--- config.mk ---
export PLATFORM = sky130hd
export DESIGN_NAME = line_rasterizer_unit
export DESIGN_NICKNAME = d
export VERILOG_FILES = /design/src/rtl/lr_pkg.sv /design/src/rtl/line_rasterizer_unit.sv /design/src/rtl/lr_front.sv /design/src/rtl/lr_queue.sv /design/src/rtl/lr_back.sv
export SDC_FILE = /design/constraint.sdc
export NUM_CORES = 1
export LEC_CHECK = 0
export ABC_CLOCK_PERIOD_IN_PS = 7000
export BUFFER_PORTS_ARGS = -buffer_cell sky130_fd_sc_hd__buf_2
export CAP_MARGIN = 10
export CORE_MARGIN = 5
export CORE_UTILIZATION = 60
export CTS_BUF_LIST = sky130_fd_sc_hd__clkbuf_4 sky130_fd_sc_hd__clkbuf_8
export CTS_CLUSTER_DIAMETER = 30
export CTS_CLUSTER_SIZE = 12
export DETAILED_ROUTE_END_ITERATION = 8
export GPL_TIMING_DRIVEN = 1
export PLACE_DENSITY_LB_ADDON = 0.15
export SYNTH_ARGS = -nofsm -noshare
export SYNTH_HDL_FRONTEND = slang
export SYNTH_SLANG_ARGS = --single-unit
export TNS_END_PERCENT = 20
--- constraint.sdc ---
create_clock -name clk -period 7 [get_ports clk]
set_input_delay 0.7 -clock clk [delete_from_list [all_inputs] [get_ports clk]]
set_output_delay 0.7 -clock clk [all_outputs]
set_load 0.03 [all_outputs]
--- src/rtl/lr_pkg.sv ---
// ----------------------------------------------------------------------------
// lr_pkg
// Shared types and constants for the line rasterizer: coordinate and error
// widths, the request kinds and the command record passed to the back end.
// ----------------------------------------------------------------------------
package lr_pkg;

    localparam int COORD_BITS  = 12;
    localparam int ERR_BITS    = COORD_BITS + 2;
    localparam int COLOR_BITS  = 32;
    localparam logic [COLOR_BITS-1:0] COLOR_RESET = {COLOR_BITS{1'b1}};

    localparam int QUEUE_DEPTH = 2;
    localparam int QPTR_BITS   = $clog2(QUEUE_DEPTH);
    localparam int QCNT_BITS   = $clog2(QUEUE_DEPTH + 1);

    typedef logic [COORD_BITS-1:0] coord_t;
    typedef logic signed [ERR_BITS-1:0] err_t;
    typedef logic [COLOR_BITS-1:0] color_t;

    typedef enum logic
    {
        REQ_START = 1'b0,
        REQ_STEP  = 1'b1
    } req_kind_t;

    // One classified request, with the line setup already worked out.
    typedef struct packed
    {
        req_kind_t kind;
        coord_t    sx;
        coord_t    sy;
        coord_t    ex;
        coord_t    ey;
        coord_t    dx;
        coord_t    dy;
        logic      sx_neg;
        logic      sy_neg;
        err_t      err;
    } cmd_t;

endpackage

--- src/rtl/line_rasterizer_unit.sv ---
// ----------------------------------------------------------------------------
// line_rasterizer_unit
// Bresenham line rasterizer: start requests load a line and emit its first
// pixel, step requests emit the next pixel, each pixel tagged with the configured color.
// Path: a request accepted into the command queue is carried out by the
// back-end update, which registers its pixel beat.
// Throughput: one request per cycle while neither the queue nor the pixel output stalls.
// Reset: no line in progress, empty queue, color register all ones.
// ----------------------------------------------------------------------------
module line_rasterizer_unit
    import lr_pkg::*;
(
    input  logic   clk,
    input  logic   rst_n,
    input  logic   req_valid,
    output logic   req_stall,
    input  logic   req_type,
    input  coord_t start_x,
    input  coord_t start_y,
    input  coord_t end_x,
    input  coord_t end_y,
    output logic   pixel_valid,
    input  logic   pixel_stall,
    output coord_t pixel_x,
    output coord_t pixel_y,
    output color_t pixel_color,
    output logic   last,
    input  logic   cfg_valid,
    output logic   cfg_ready,
    input  color_t cfg_data
);

    cmd_t front_cmd;
    cmd_t head_cmd;
    logic q_empty;
    logic q_full;
    logic q_pop;

    assign req_stall = q_full;
    assign cfg_ready = 1'b1;

    lr_front u_front
    (
        .req_type (req_type),
        .start_x  (start_x),
        .start_y  (start_y),
        .end_x    (end_x),
        .end_y    (end_y),
        .cmd      (front_cmd)
    );

    lr_queue u_queue
    (
        .clk      (clk),
        .rst_n    (rst_n),
        .push     (req_valid && !q_full),
        .push_cmd (front_cmd),
        .pop      (q_pop),
        .head_cmd (head_cmd),
        .empty    (q_empty),
        .full     (q_full)
    );

    lr_back u_back
    (
        .clk         (clk),
        .rst_n       (rst_n),
        .cmd_avail   (!q_empty),
        .cmd         (head_cmd),
        .cmd_pop     (q_pop),
        .cfg_write   (cfg_valid && cfg_ready),
        .cfg_data    (cfg_data),
        .pixel_valid (pixel_valid),
        .pixel_stall (pixel_stall),
        .pixel_x     (pixel_x),
        .pixel_y     (pixel_y),
        .pixel_color (pixel_color),
        .last        (last)
    );

endmodule

--- src/rtl/lr_front.sv ---
// ----------------------------------------------------------------------------
// lr_front
// Classifies each request and, for a start, computes the absolute deltas,
// step directions and initial error term of the new line.
// ----------------------------------------------------------------------------
module lr_front
    import lr_pkg::*;
(
    input  logic   req_type,
    input  coord_t start_x,
    input  coord_t start_y,
    input  coord_t end_x,
    input  coord_t end_y,
    output cmd_t   cmd
);

    coord_t dx;
    coord_t dy;

    assign dx = (end_x > start_x) ? (end_x - start_x) : (start_x - end_x);
    assign dy = (end_y > start_y) ? (end_y - start_y) : (start_y - end_y);

    always_comb
    begin
        cmd.kind   = req_type ? REQ_STEP : REQ_START;
        cmd.sx     = start_x;
        cmd.sy     = start_y;
        cmd.ex     = end_x;
        cmd.ey     = end_y;
        cmd.dx     = dx;
        cmd.dy     = dy;
        cmd.sx_neg = !(start_x < end_x);
        cmd.sy_neg = !(start_y < end_y);
        cmd.err    = $signed({2'b00, dx}) - $signed({2'b00, dy});
    end

endmodule

--- src/rtl/lr_queue.sv ---
// ----------------------------------------------------------------------------
// lr_queue
// Short command queue between the front and back ends.
// ----------------------------------------------------------------------------
module lr_queue
    import lr_pkg::*;
(
    input  logic clk,
    input  logic rst_n,
    input  logic push,
    input  cmd_t push_cmd,
    input  logic pop,
    output cmd_t head_cmd,
    output logic empty,
    output logic full
);

    cmd_t                 mem [QUEUE_DEPTH];
    logic [QPTR_BITS-1:0] wr_ptr_reg;
    logic [QPTR_BITS-1:0] rd_ptr_reg;
    logic [QCNT_BITS-1:0] count_reg;

    assign empty    = (count_reg == '0);
    assign full     = (count_reg == QCNT_BITS'(QUEUE_DEPTH));
    assign head_cmd = mem[rd_ptr_reg];

    always_ff @(posedge clk)
    begin
        if (push)
        begin
            mem[wr_ptr_reg] <= push_cmd;
        end
    end

    always_ff @(posedge clk or negedge rst_n)
    begin
        if (!rst_n)
        begin
            wr_ptr_reg <= '0;
            rd_ptr_reg <= '0;
            count_reg  <= '0;
        end
        else
        begin
            if (push)
            begin
                wr_ptr_reg <= (wr_ptr_reg == QPTR_BITS'(QUEUE_DEPTH - 1)) ? '0
                                                                      : wr_ptr_reg + 1'b1;
            end
            if (pop)
            begin
                rd_ptr_reg <= (rd_ptr_reg == QPTR_BITS'(QUEUE_DEPTH - 1)) ? '0
                                                                      : rd_ptr_reg + 1'b1;
            end
            if (push && !pop)
            begin
                count_reg <= count_reg + 1'b1;
            end
            else if (pop && !push)
            begin
                count_reg <= count_reg - 1'b1;
            end
        end
    end

endmodule

--- src/rtl/lr_back.sv ---
// ----------------------------------------------------------------------------
// lr_back
// Holds the line state and the color register, carries out one command per
// cycle while the output is not stalled and registers the resulting pixel beat.
// ----------------------------------------------------------------------------
module lr_back
    import lr_pkg::*;
(
    input  logic   clk,
    input  logic   rst_n,
    input  logic   cmd_avail,
    input  cmd_t   cmd,
    output logic   cmd_pop,
    input  logic   cfg_write,
    input  color_t cfg_data,
    output logic   pixel_valid,
    input  logic   pixel_stall,
    output coord_t pixel_x,
    output coord_t pixel_y,
    output color_t pixel_color,
    output logic   last
);

    color_t color_reg;
    coord_t cur_x_reg,  cur_x_next;
    coord_t cur_y_reg,  cur_y_next;
    coord_t tgt_x_reg,  tgt_x_next;
    coord_t tgt_y_reg,  tgt_y_next;
    coord_t dx_reg,     dx_next;
    coord_t dy_reg,     dy_next;
    logic   sx_neg_reg, sx_neg_next;
    logic   sy_neg_reg, sy_neg_next;
    err_t   err_reg,    err_next;
    logic   active_reg, active_next;
    logic   out_valid_reg;
    coord_t out_x_reg;
    coord_t out_y_reg;
    color_t out_color_reg;
    logic   out_last_reg;

    logic                       out_free;
    logic                       emit;
    logic                       is_last;
    logic                       move_x;
    logic                       move_y;
    logic signed [ERR_BITS:0]   e2;

    assign out_free = !out_valid_reg || !pixel_stall;
    assign cmd_pop  = cmd_avail && out_free;

    assign e2     = {err_reg, 1'b0};
    assign move_x = e2 > -$signed({3'b000, dy_reg});
    assign move_y = e2 < $signed({3'b000, dx_reg});

    always_comb
    begin
        cur_x_next  = cur_x_reg;
        cur_y_next  = cur_y_reg;
        tgt_x_next  = tgt_x_reg;
        tgt_y_next  = tgt_y_reg;
        dx_next     = dx_reg;
        dy_next     = dy_reg;
        sx_neg_next = sx_neg_reg;
        sy_neg_next = sy_neg_reg;
        err_next    = err_reg;
        emit        = 1'b0;

        if (cmd_pop)
        begin
            case (cmd.kind)
                REQ_START:
                begin
                    cur_x_next  = cmd.sx;
                    cur_y_next  = cmd.sy;
                    tgt_x_next  = cmd.ex;
                    tgt_y_next  = cmd.ey;
                    dx_next     = cmd.dx;
                    dy_next     = cmd.dy;
                    sx_neg_next = cmd.sx_neg;
                    sy_neg_next = cmd.sy_neg;
                    err_next    = cmd.err;
                    emit        = 1'b1;
                end
                REQ_STEP:
                begin
                    // A step with no line in progress is dropped silently.
                    if (active_reg)
                    begin
                        emit     = 1'b1;
                        err_next = err_reg
                                 - (move_x ? $signed({2'b00, dy_reg}) : err_t'(0))
                                 + (move_y ? $signed({2'b00, dx_reg}) : err_t'(0));
                        if (move_x)
                        begin
                            cur_x_next = sx_neg_reg ? cur_x_reg - 1'b1 : cur_x_reg + 1'b1;
                        end
                        if (move_y)
                        begin
                            cur_y_next = sy_neg_reg ? cur_y_reg - 1'b1 : cur_y_reg + 1'b1;
                        end
                    end
                end
                default:
                begin
                    emit = 1'b0;
                end
            endcase
        end

        is_last     = (cur_x_next == tgt_x_next) && (cur_y_next == tgt_y_next);
        active_next = emit ? !is_last : active_reg;
    end

    always_ff @(posedge clk or negedge rst_n)
    begin
        if (!rst_n)
        begin
            color_reg     <= COLOR_RESET;
            cur_x_reg     <= '0;
            cur_y_reg     <= '0;
            tgt_x_reg     <= '0;
            tgt_y_reg     <= '0;
            dx_reg        <= '0;
            dy_reg        <= '0;
            sx_neg_reg    <= 1'b0;
            sy_neg_reg    <= 1'b0;
            err_reg       <= '0;
            active_reg    <= 1'b0;
            out_valid_reg <= 1'b0;
        end
        else
        begin
            if (cfg_write)
            begin
                color_reg <= cfg_data;
            end
            cur_x_reg  <= cur_x_next;
            cur_y_reg  <= cur_y_next;
            tgt_x_reg  <= tgt_x_next;
            tgt_y_reg  <= tgt_y_next;
            dx_reg     <= dx_next;
            dy_reg     <= dy_next;
            sx_neg_reg <= sx_neg_next;
            sy_neg_reg <= sy_neg_next;
            err_reg    <= err_next;
            active_reg <= active_next;
            if (out_free)
            begin
                out_valid_reg <= emit;
            end
        end
    end

    always_ff @(posedge clk)
    begin
        if (emit)
        begin
            out_x_reg     <= cur_x_next;
            out_y_reg     <= cur_y_next;
            out_color_reg <= color_reg;
            out_last_reg  <= is_last;
        end
    end

    assign pixel_valid = out_valid_reg;
    assign pixel_x     = out_x_reg;
    assign pixel_y     = out_y_reg;
    assign pixel_color = out_color_reg;
    assign last        = out_last_reg;

endmodule
After elaboration in Yosys (flattened, before gate mapping) --
Memories as Yosys holds them, arrays and structs flattened. Index checks and enable logic that the tools add are counted.
Operators by class: add/sub/neg operators 16, magnitude comparators 6, eq/ne operators 4, mux-type cells 30, bitwise operators 1, reduce and logical (&&, ||, !) cells 19
Operator list (number):
- 12-bit two-way mux | 16
- 12-bit one-hot mux with 2 select lines | 2
- 12-bit subtractor | 4
- 14-bit one-hot mux with 2 select lines | 1
- 12-bit by 1-bit adder with 12-bit output (second input constant) | 2
- 12-bit equality test | 2
- 12-bit > comparator | 2
- 12-bit < comparator | 2
- 12-bit by 1-bit subtractor with 12-bit output (second input constant) | 2
- 15-bit > comparator | 1
- 15-bit by 13-bit < comparator with 1-bit output | 1
- 12-bit negation with 15-bit output | 1
- 14-bit adder | 1
- 14-bit two-way mux | 1
- 14-bit subtractor | 1
- 12-bit by 12-bit subtractor with 13-bit output | 1
- 1-bit zero test | 9
- 1-bit two-way mux | 7
- 1-bit logical AND | 5
- 2-bit two-way mux | 2
- 2-bit AND reduction | 2
- 1-bit adder (second input constant) | 2
- 2-bit by 1-bit adder with 2-bit output (second input constant) | 1
- 2-bit equality test (second input constant) | 1
- 7 further kinds | 7
Storage, ports and cells: bits in registers 183, bits in writable memories 178, bits of input ports 86, output and inout port bits 60, word-level logic and storage cells 96, memories 1
Memory list:
- u_queue.mem | depth 2, width 89, rd ports 1, clocked after Yosys merged registers in 0, wr ports 1, RTL line lr_queue.sv:18 | cmd_t mem [QUEUE_DEPTH];

Longest topological paths before layout --
Gate-level depths: netlist of the first run.
word-level depth 9, mapped depth 28, mapped depth without buffers 28

Cells and area by module --
From an unflattened synthesis of the first run, not the netlist that was laid out.
Unflattened totals: cells, all modules 1802, area, all modules 20598.5 µm²
By module, submodules not included:
- lr_back | instances 1, cells an instance 1055, area an instance 10592.7 µm², seq. area each 4804.6 µm²
- lr_queue | instances 1, cells an instance 293, area an instance 6668.9 µm², seq. area each 5445.2 µm²
- lr_front | instances 1, cells an instance 450, area an instance 3308.2 µm², seq. area each 0.0 µm²
- line_rasterizer_unit | instances 1, cells an instance 4, area an instance 28.8 µm², seq. area each 0.0 µm²

Worst setup path after synthesis of the first run --
No wires, ideal clock.
path type register to register, from register u_back.dy_reg[2], to register u_back.err_reg[8], arrival 4.783 ns, data required time 6.774 ns, setup slack 1.991 ns, cell stages (with the launch flop) 28, path buffers 0, path through dfrtp_1 nor2_1 nand3b_1 nor2_1 nand3_1 o41ai_1 o21ai_0 ha_1 nand3_1 nor3_2 o31ai_1 o211a_1 xnor2_1 nor2_1 and2_1 fa_1 inv_1 ha_1 nor2b_1 o21ai_0 a21boi_0 o21ai_0 a21boi_0 o21ai_0 nand2_1 xor2_1 o211ai_1 o21ai_0
Between the ends: word-level cells in the longest chain between the ends 7
RTL lines:
- start, declared | RTL line lr_back.sv:30 | coord_t dy_reg, dy_next;
- start signal, assigned | RTL line lr_back.sv:142 | dy_reg <= dy_next;
- 12-bit negation with 15-bit output | RTL line lr_back.sv:52 | assign move_x = e2 > -$signed({3'b000, dy_reg});
- 15-bit > comparator | RTL line lr_back.sv:52
- 12-bit two-way mux * | RTL line lr_back.sv:91 | - (move_x ? $signed({2'b00, dy_reg}) : err_t'(0))
- 14-bit subtractor * | RTL line lr_back.sv:91
- 14-bit adder * | RTL line lr_back.sv:92 | + (move_y ? $signed({2'b00, dx_reg}) : err_t'(0));
- 14-bit two-way mux * | RTL line lr_back.sv:87 | if (active_reg)
- 14-bit one-hot mux with 2 select lines * | RTL line lr_back.sv:70 | case (cmd.kind)
- end signal, assigned | RTL line lr_back.sv:145 | err_reg <= err_next;
- end, declared | RTL line lr_back.sv:33 | err_t err_reg, err_next;
Every way passes the cells marked *; elsewhere a longest branch is shown, timed or not. The select of a mux whose other input is x is not followed. A chain may end at the register's enable or synchronous reset.

Final worst setup path of the first run --
from register u_back.dy_reg[2], to register u_back.err_reg[10]
Same word-level chain as after synthesis.

==> reports/qor.txt, run 1 <==
Outcome - completed
Normalized max-slew margin - 0.350
Placed inst area - 0.0214 mm²
Clk Tree Root Cell - clkbuf_8
Cells after Synth - 1855
Post-Synth Adder-Cell Area - 0.0941
Min Tclk post-route - 5.91 ns
TritonRoute pass-1 iters - 6
WP data required - 7.52 ns
CP max stage cell - nor2_1
Die width - 194 µm
Layout Skew - 0.0301 ns
Worst-path clk slew - 0.06 ns
CP Data Arrival Time - 6.43 ns
Min-delay worst type - in2async
Clock buffer depth - 3
WL/cell - 21.7 µm
Met2 Wirelength - 24.5 mm
Setup Viol. Count Final - 0
PD cells - 554 mW/mm²
Worst stage delay on the critical path - 0.45 ns
Seq/Total Area, Yosys - 0.503
Core Region - 0.0334 mm²
Post-route cell area - 0.0233 mm²
Initial Util - 0.606
Max FFs per register - 176
Grt ovf - 0
First-pass GRT wire length - 85.8 mm
Hold violation total from the final report - 0
Most frequent CP cell - o21ai_0
Placed instance count - 2403
Post-synth top flop - edfxtp_1
Compound-Gate Fraction of Synth Area - 0.145
Non-Filler Instances - 2548
WHS - 0.210 ns
Vias in the first global route - 14967
DRC viols - 0
DRT antenna net count - 0
Layout area overhead - 14.9%
XOR/XNOR share of the synthesized area - 0.0359
EDFF count, synth - 233
Post-Syn Area - 0.0203 mm²
Reg2Reg Depth - 27
CP endpoint kind - flop
Main combinational cell family by area after synthesis - compound AO/OA/AOI/OAI gates
Crit share post-route - 0.844
Fmax - 169 MHz
Share of cells above drive strength 1 - 0.196
Warnings, synthesis - 0
Mux cell area share after synthesis - 0.0718
Lkg Pwr - 9.99 nW
Met3 wire length - 5.49 mm
Net count reported at finish - 2260
Final core utilization - 0.696
Synth Area in Simple Gates - 0.100
M1 WL - 24.2 mm
Post-CTS Setup Bufs - 0
Overall routing resource usage - 0.291
Critical path class - reg2reg
Most common cell after layout, fill and taps aside - edfxtp_1
Hold_buf cts - 0
H-tree lvl count - 3
Max Cap Viol - 0
Global placement routability congestion - 0.994
Top-level I/O count - 146
Worst Setup Start Kind - flop
Worst-Skew Late Latency - 0.64 ns
Worst vdd ir - 0.284 mV
Vias - 15165
Initial antenna violation count - 5
Post-synth ARST share - 0.351
Die ar. - 0.0375 mm²
#FFs+latches synth - 359
Netlist cell types - 87
Top sig layer - met4
Net count after synthesis - 2082
Initial DRC Count - 1269
Tightest Pin Transition - 0.975 ns
Num rows - 67
Die height - 194 µm
Commonest cells after routing, fill and taps aside - edfxtp_1, inv_1, nand2_1
Setup tns final - 0 ns
Max Fanout on Critical Path - 10
Pin count of the biggest net entering global routing - 89
Vias per cell - 5.95
Dpl hpwl - 41.6 mm
Port Buf Inserts - 144
CTS tree - yes
Mean Syn Cell Area - 10.9 µm²
Final wirelength - 55.4 mm
Post-CTS sizing - 0
Clock Sinks - 359
Unrepaired setup endpoints after global routing - no
Num CTS Buffers - 76
Final Max Slew Viols - 0
path summary, 6_finish.rpt:
path / start / endpoint / slack (ns)
max: u_back.dy_reg[2] / u_back.err_reg[10] / 1.09
min reg2reg: u_back.color_reg[11] / u_back.pixel_color[11] / 0.51
max in group asynchronous: rst_n / u_back.tgt_x_reg[5] / 5.41
min: rst_n / u_back.err_reg[3] / 0.21
min in group clk: req_type / u_queue.mem[0][88] / 0.26
max reg2reg: u_back.dy_reg[2] / u_back.err_reg[10] / 1.09
cell type report:
class                      instances  area, µm²
fill                            2530      10200
multi-input combinational       1246       9070
antenna                            3       7.51
clock buffer                      86       1150
timing repair buffer             163        866
clock inverter                    56        721
tap                              448        561
inverter                         187        702
sequential                       359      10200
Yosys cell counts (11+ instances only):
cell        n  share of area
mux2i_1    85          0.042
a21o_1     18         0.0067
a211oi_1   16         0.0059
inv_1     186          0.034
edfxtp_1  233           0.35
xnor2_1    48          0.021
nor2b_1    22         0.0068
nand2_1   156          0.029
nand3_1    29         0.0072
o21bai_1   15         0.0056
a31oi_1    12         0.0037
nor3_1     38         0.0094
o22ai_1    32         0.0099
buf_2      18         0.0044
nor2_1     86          0.016
buf_1      11         0.0020
and2_1     15         0.0046
clkbuf_1   25         0.0046
a21oi_1   118          0.029
ha_1      122          0.075
dfrtp_1    94           0.12
fa_1       19          0.019
a21boi_0   12         0.0044
nand2b_1   20         0.0062
mux2_2     47          0.026
o21ai_0   123          0.030
dfstp_2    32          0.041
xor2_1     35          0.015
logic make-up after synthesis:
group | Yosys count
DFF | 359
other | 1
xor gates and xnor gates | 83
adders and majority gates | 141
buffers and inverters | 250
muxes | 136
AOI/OAI and AO/OA | 456
and+or+nand+nor | 429
critical path: cells and delay by family, from the launching register on:
kind	cells	cell delay [ns]
buffers and inverters	1	0.07
and+or+nand+nor	10	1.83
xor gates and xnor gates	2	0.32
adders and majority gates	3	0.98
AOI/OAI and AO/OA	11	2.14
DFF	1	0.44
through the flow:
step	worst slack [ns]	power (W)
final	1.09	0.0129
after global routing	0.433	0.0138
after CTS	1.20	0.0129
after detailed placement	1.11	0.0101
after global placement	1.26	0.00997
after floorplan	1.99	0.00833
per-layer routing:
layer	vias up	global-route usage
li1	7084	-
met1	7299	0.413
met2	701	0.440
met3	81	0.0831
met4	0	0.0873
met5	-	0
power breakdown:
part / internal, W / total (W) / switching, W
registers: 0.00320 / 0.00373 / 0.000535
logic: 0.00238 / 0.00647 / 0.00409
clock network: 0.00161 / 0.00269 / 0.00108
(Power assumes the default switching activity.)
==> run 2: changes to the inputs <==
- ABC_CLOCK_PERIOD_IN_PS: 7000 -> 5750
- clock period: 7 -> 5.75 ns (I/O delays scaled with it)
==> run 2 against run 1 <==
  * Clock power rose by 17%
  * Register-to-register slack got worse by 0.65 ns
  * Global-route usage rose by 0.059 points
  * Critical path type unchanged
  * Clock skew rose by 0.0062 ns
  * Cell count rose by 0.39%
  * Largest power group unchanged
  * Critical path depth fell by 1
==> reports/qor.txt, run 2 (synthesized netlist as in run 1, its figures left out) <==
PD cells - 673 mW/mm²
H-tree lvl count - 3
Worst Setup Start Kind - flop
Critical path class - reg2reg
Top-level I/O count - 146
Worst stage delay on the critical path - 0.50 ns
Fmax - 188 MHz
Internal Power - 0.00869 W
Pin count of the biggest net entering global routing - 75
Sequential share of power - 0.290
Net count reported at finish - 2275
Post-Place Setup Slack - 0.114 ns
Die ar. - 0.0375 mm²
CP endpoint kind - flop
WP data required - 6.30 ns
Core Region - 0.0334 mm²
Tightest Pin Transition - 1.03 ns
Reg2Reg Depth - 26
Top delay family on crit path - compound AO/OA/AOI/OAI gates
Layout area overhead - 15.2%
TritonRoute pass-1 iters - 6
Sw frac - 0.447
DRC viols - 0
Psw - 0.00702 W
Lkg Pwr - 10.1 nW
Antenna diodes - 0
WL/cell - 21.8 µm
Buf/Inv on CP - 1
Commonest cells after routing, fill and taps aside - edfxtp_1, inv_1, nand2_1
WP depth - 26
Layout Skew - 0.0363 ns
Initial Util - 0.606
Min Tclk post-route - 5.31 ns
Worst vdd ir - 0.372 mV
Min-delay worst type - in2async
Setup WS post-layout - 0.440 ns
Final Max Slew Viols - 0
Most common cell after layout, fill and taps aside - edfxtp_1
Grt ovf - 0
CP max stage cell - fa_1
Worst-path clk slew - 0.06 ns
Final core utilization - 0.698
Most frequent CP cell - a21oi_1
Vias - 15343
Max Fanout on Critical Path - 5
Final wirelength - 55.7 mm
Multi-input gate area - 0.00910 mm²
Clock Sinks - 359
CP Data Arrival Time - 5.86 ns
Vias per cell - 6.00
Clock power frac - 0.200
Crit share post-route - 0.923
Share of cells above drive strength 1 - 0.203
Die width - 194 µm
Max FFs per register - 176
Fill cell count - 2530
Initial antenna violation count - 0
Global placement routability congestion - 0.991
Clk Tree Root Cell - clkbuf_8
Vias in the first global route - 15098
Num rows - 67
Overall routing resource usage - 0.291
Worst-Skew Late Latency - 0.64 ns
Hold violation total from the final report - 0
Port Buf Inserts - 144
Outcome - completed
DRT antenna net count - 0
CTS tree - yes
Num CTS Buffers - 76
Unrepaired setup endpoints after global routing - yes
First-pass GRT wire length - 85.9 mm
Die height - 194 µm
Power share of the combinational group - 0.510
Clock buffer depth - 3
Setup Viol. Count Final - 0
Normalized max-slew margin - 0.314
Dpl hpwl - 41.9 mm
Register area - 0.0102 mm²
Max Cap Viol - 0
Initial DRC Count - 1536
run 2: worst reg2reg max path: cells and delay by family (launching register included):
family	cells	cell delay [ns]
compound gates	12	2.08
xor+xnor	2	0.38
fa+ha+maj	3	1.15
buf+inv	1	0.04
flops	1	0.43
simple gates	8	1.17
run 2: cell type report:
class / count / share of cell area
flip-flops and latches: 359 / 0.437
multi-input cells: 1246 / 0.390
clock buffers: 84 / 0.0484
repair buffers: 178 / 0.0424
inverters: 187 / 0.0301
clock inverters: 56 / 0.0287
well taps: 448 / 0.0240
run 2: power by group through the flow:
stage | registers, W | clock network [W] | logic [W]
5_1_grt | 0.00465 | 0.00334 | 0.00877
4_1_cts | 0.00455 | 0.00319 | 0.00786
6_report | 0.00456 | 0.00314 | 0.00802
3_5_place_dp | 0.00459 | 0 | 0.00781
2_1_floorplan | 0.00473 | 0 | 0.00541
3_3_place_gp | 0.00456 | 0 | 0.00763
run 2: what timing repair did:
item,in CTS,in global routing
buffers inserted,0,1
resized for setup,0,11
setup endpoints to repair,0,8
hold buffers,0,0
run 2: metrics by stage:
| step | std cells | hold slack, ns | total power, W | setup TNS [ns] | area [µm²] |
|---|---|---|---|---|---|
| 2_1_floorplan | 1855 | 0.279 | 0.0101 | 0 | 20300 |
| 3_3_place_gp | 2416 | 0.496 | 0.0122 | 0 | 21500 |
| 3_5_place_dp | 2416 | 0.501 | 0.0124 | 0 | 21500 |
| 4_1_cts | 2556 | 0.00733 | 0.0156 | 0 | 23300 |
| 5_1_grt | 2558 | 0.0334 | 0.0168 | -0.0722 | 23300 |
| 6_report | 2558 | 0.00422 | 0.0157 | 0 | 23300 |
run 2: final timing paths:
kind                                    startpoint             endpoint  slack [ns]
worst max-delay path              u_back.dy_reg[2]   u_back.err_reg[13]        0.44
worst min-delay path                         rst_n     u_back.dx_reg[1]       0.004
worst max register to register    u_back.dy_reg[2]   u_back.err_reg[13]        0.44
worst min register to register  u_queue.mem[0][27]    u_back.dy_reg[11]        0.51
max in group asynchronous                    rst_n  u_back.tgt_x_reg[7]        4.30
min in group clk                          req_type   u_queue.mem[0][88]        0.14
run 2: per-layer routing:
layer	vias up	routed length (µm)	global-route usage
li1	7122	-	-
met1	7428	24600	0.426
met2	708	24800	0.444
met3	85	4930	0.0599
met4	0	1370	0.0868
met5	-	0	0
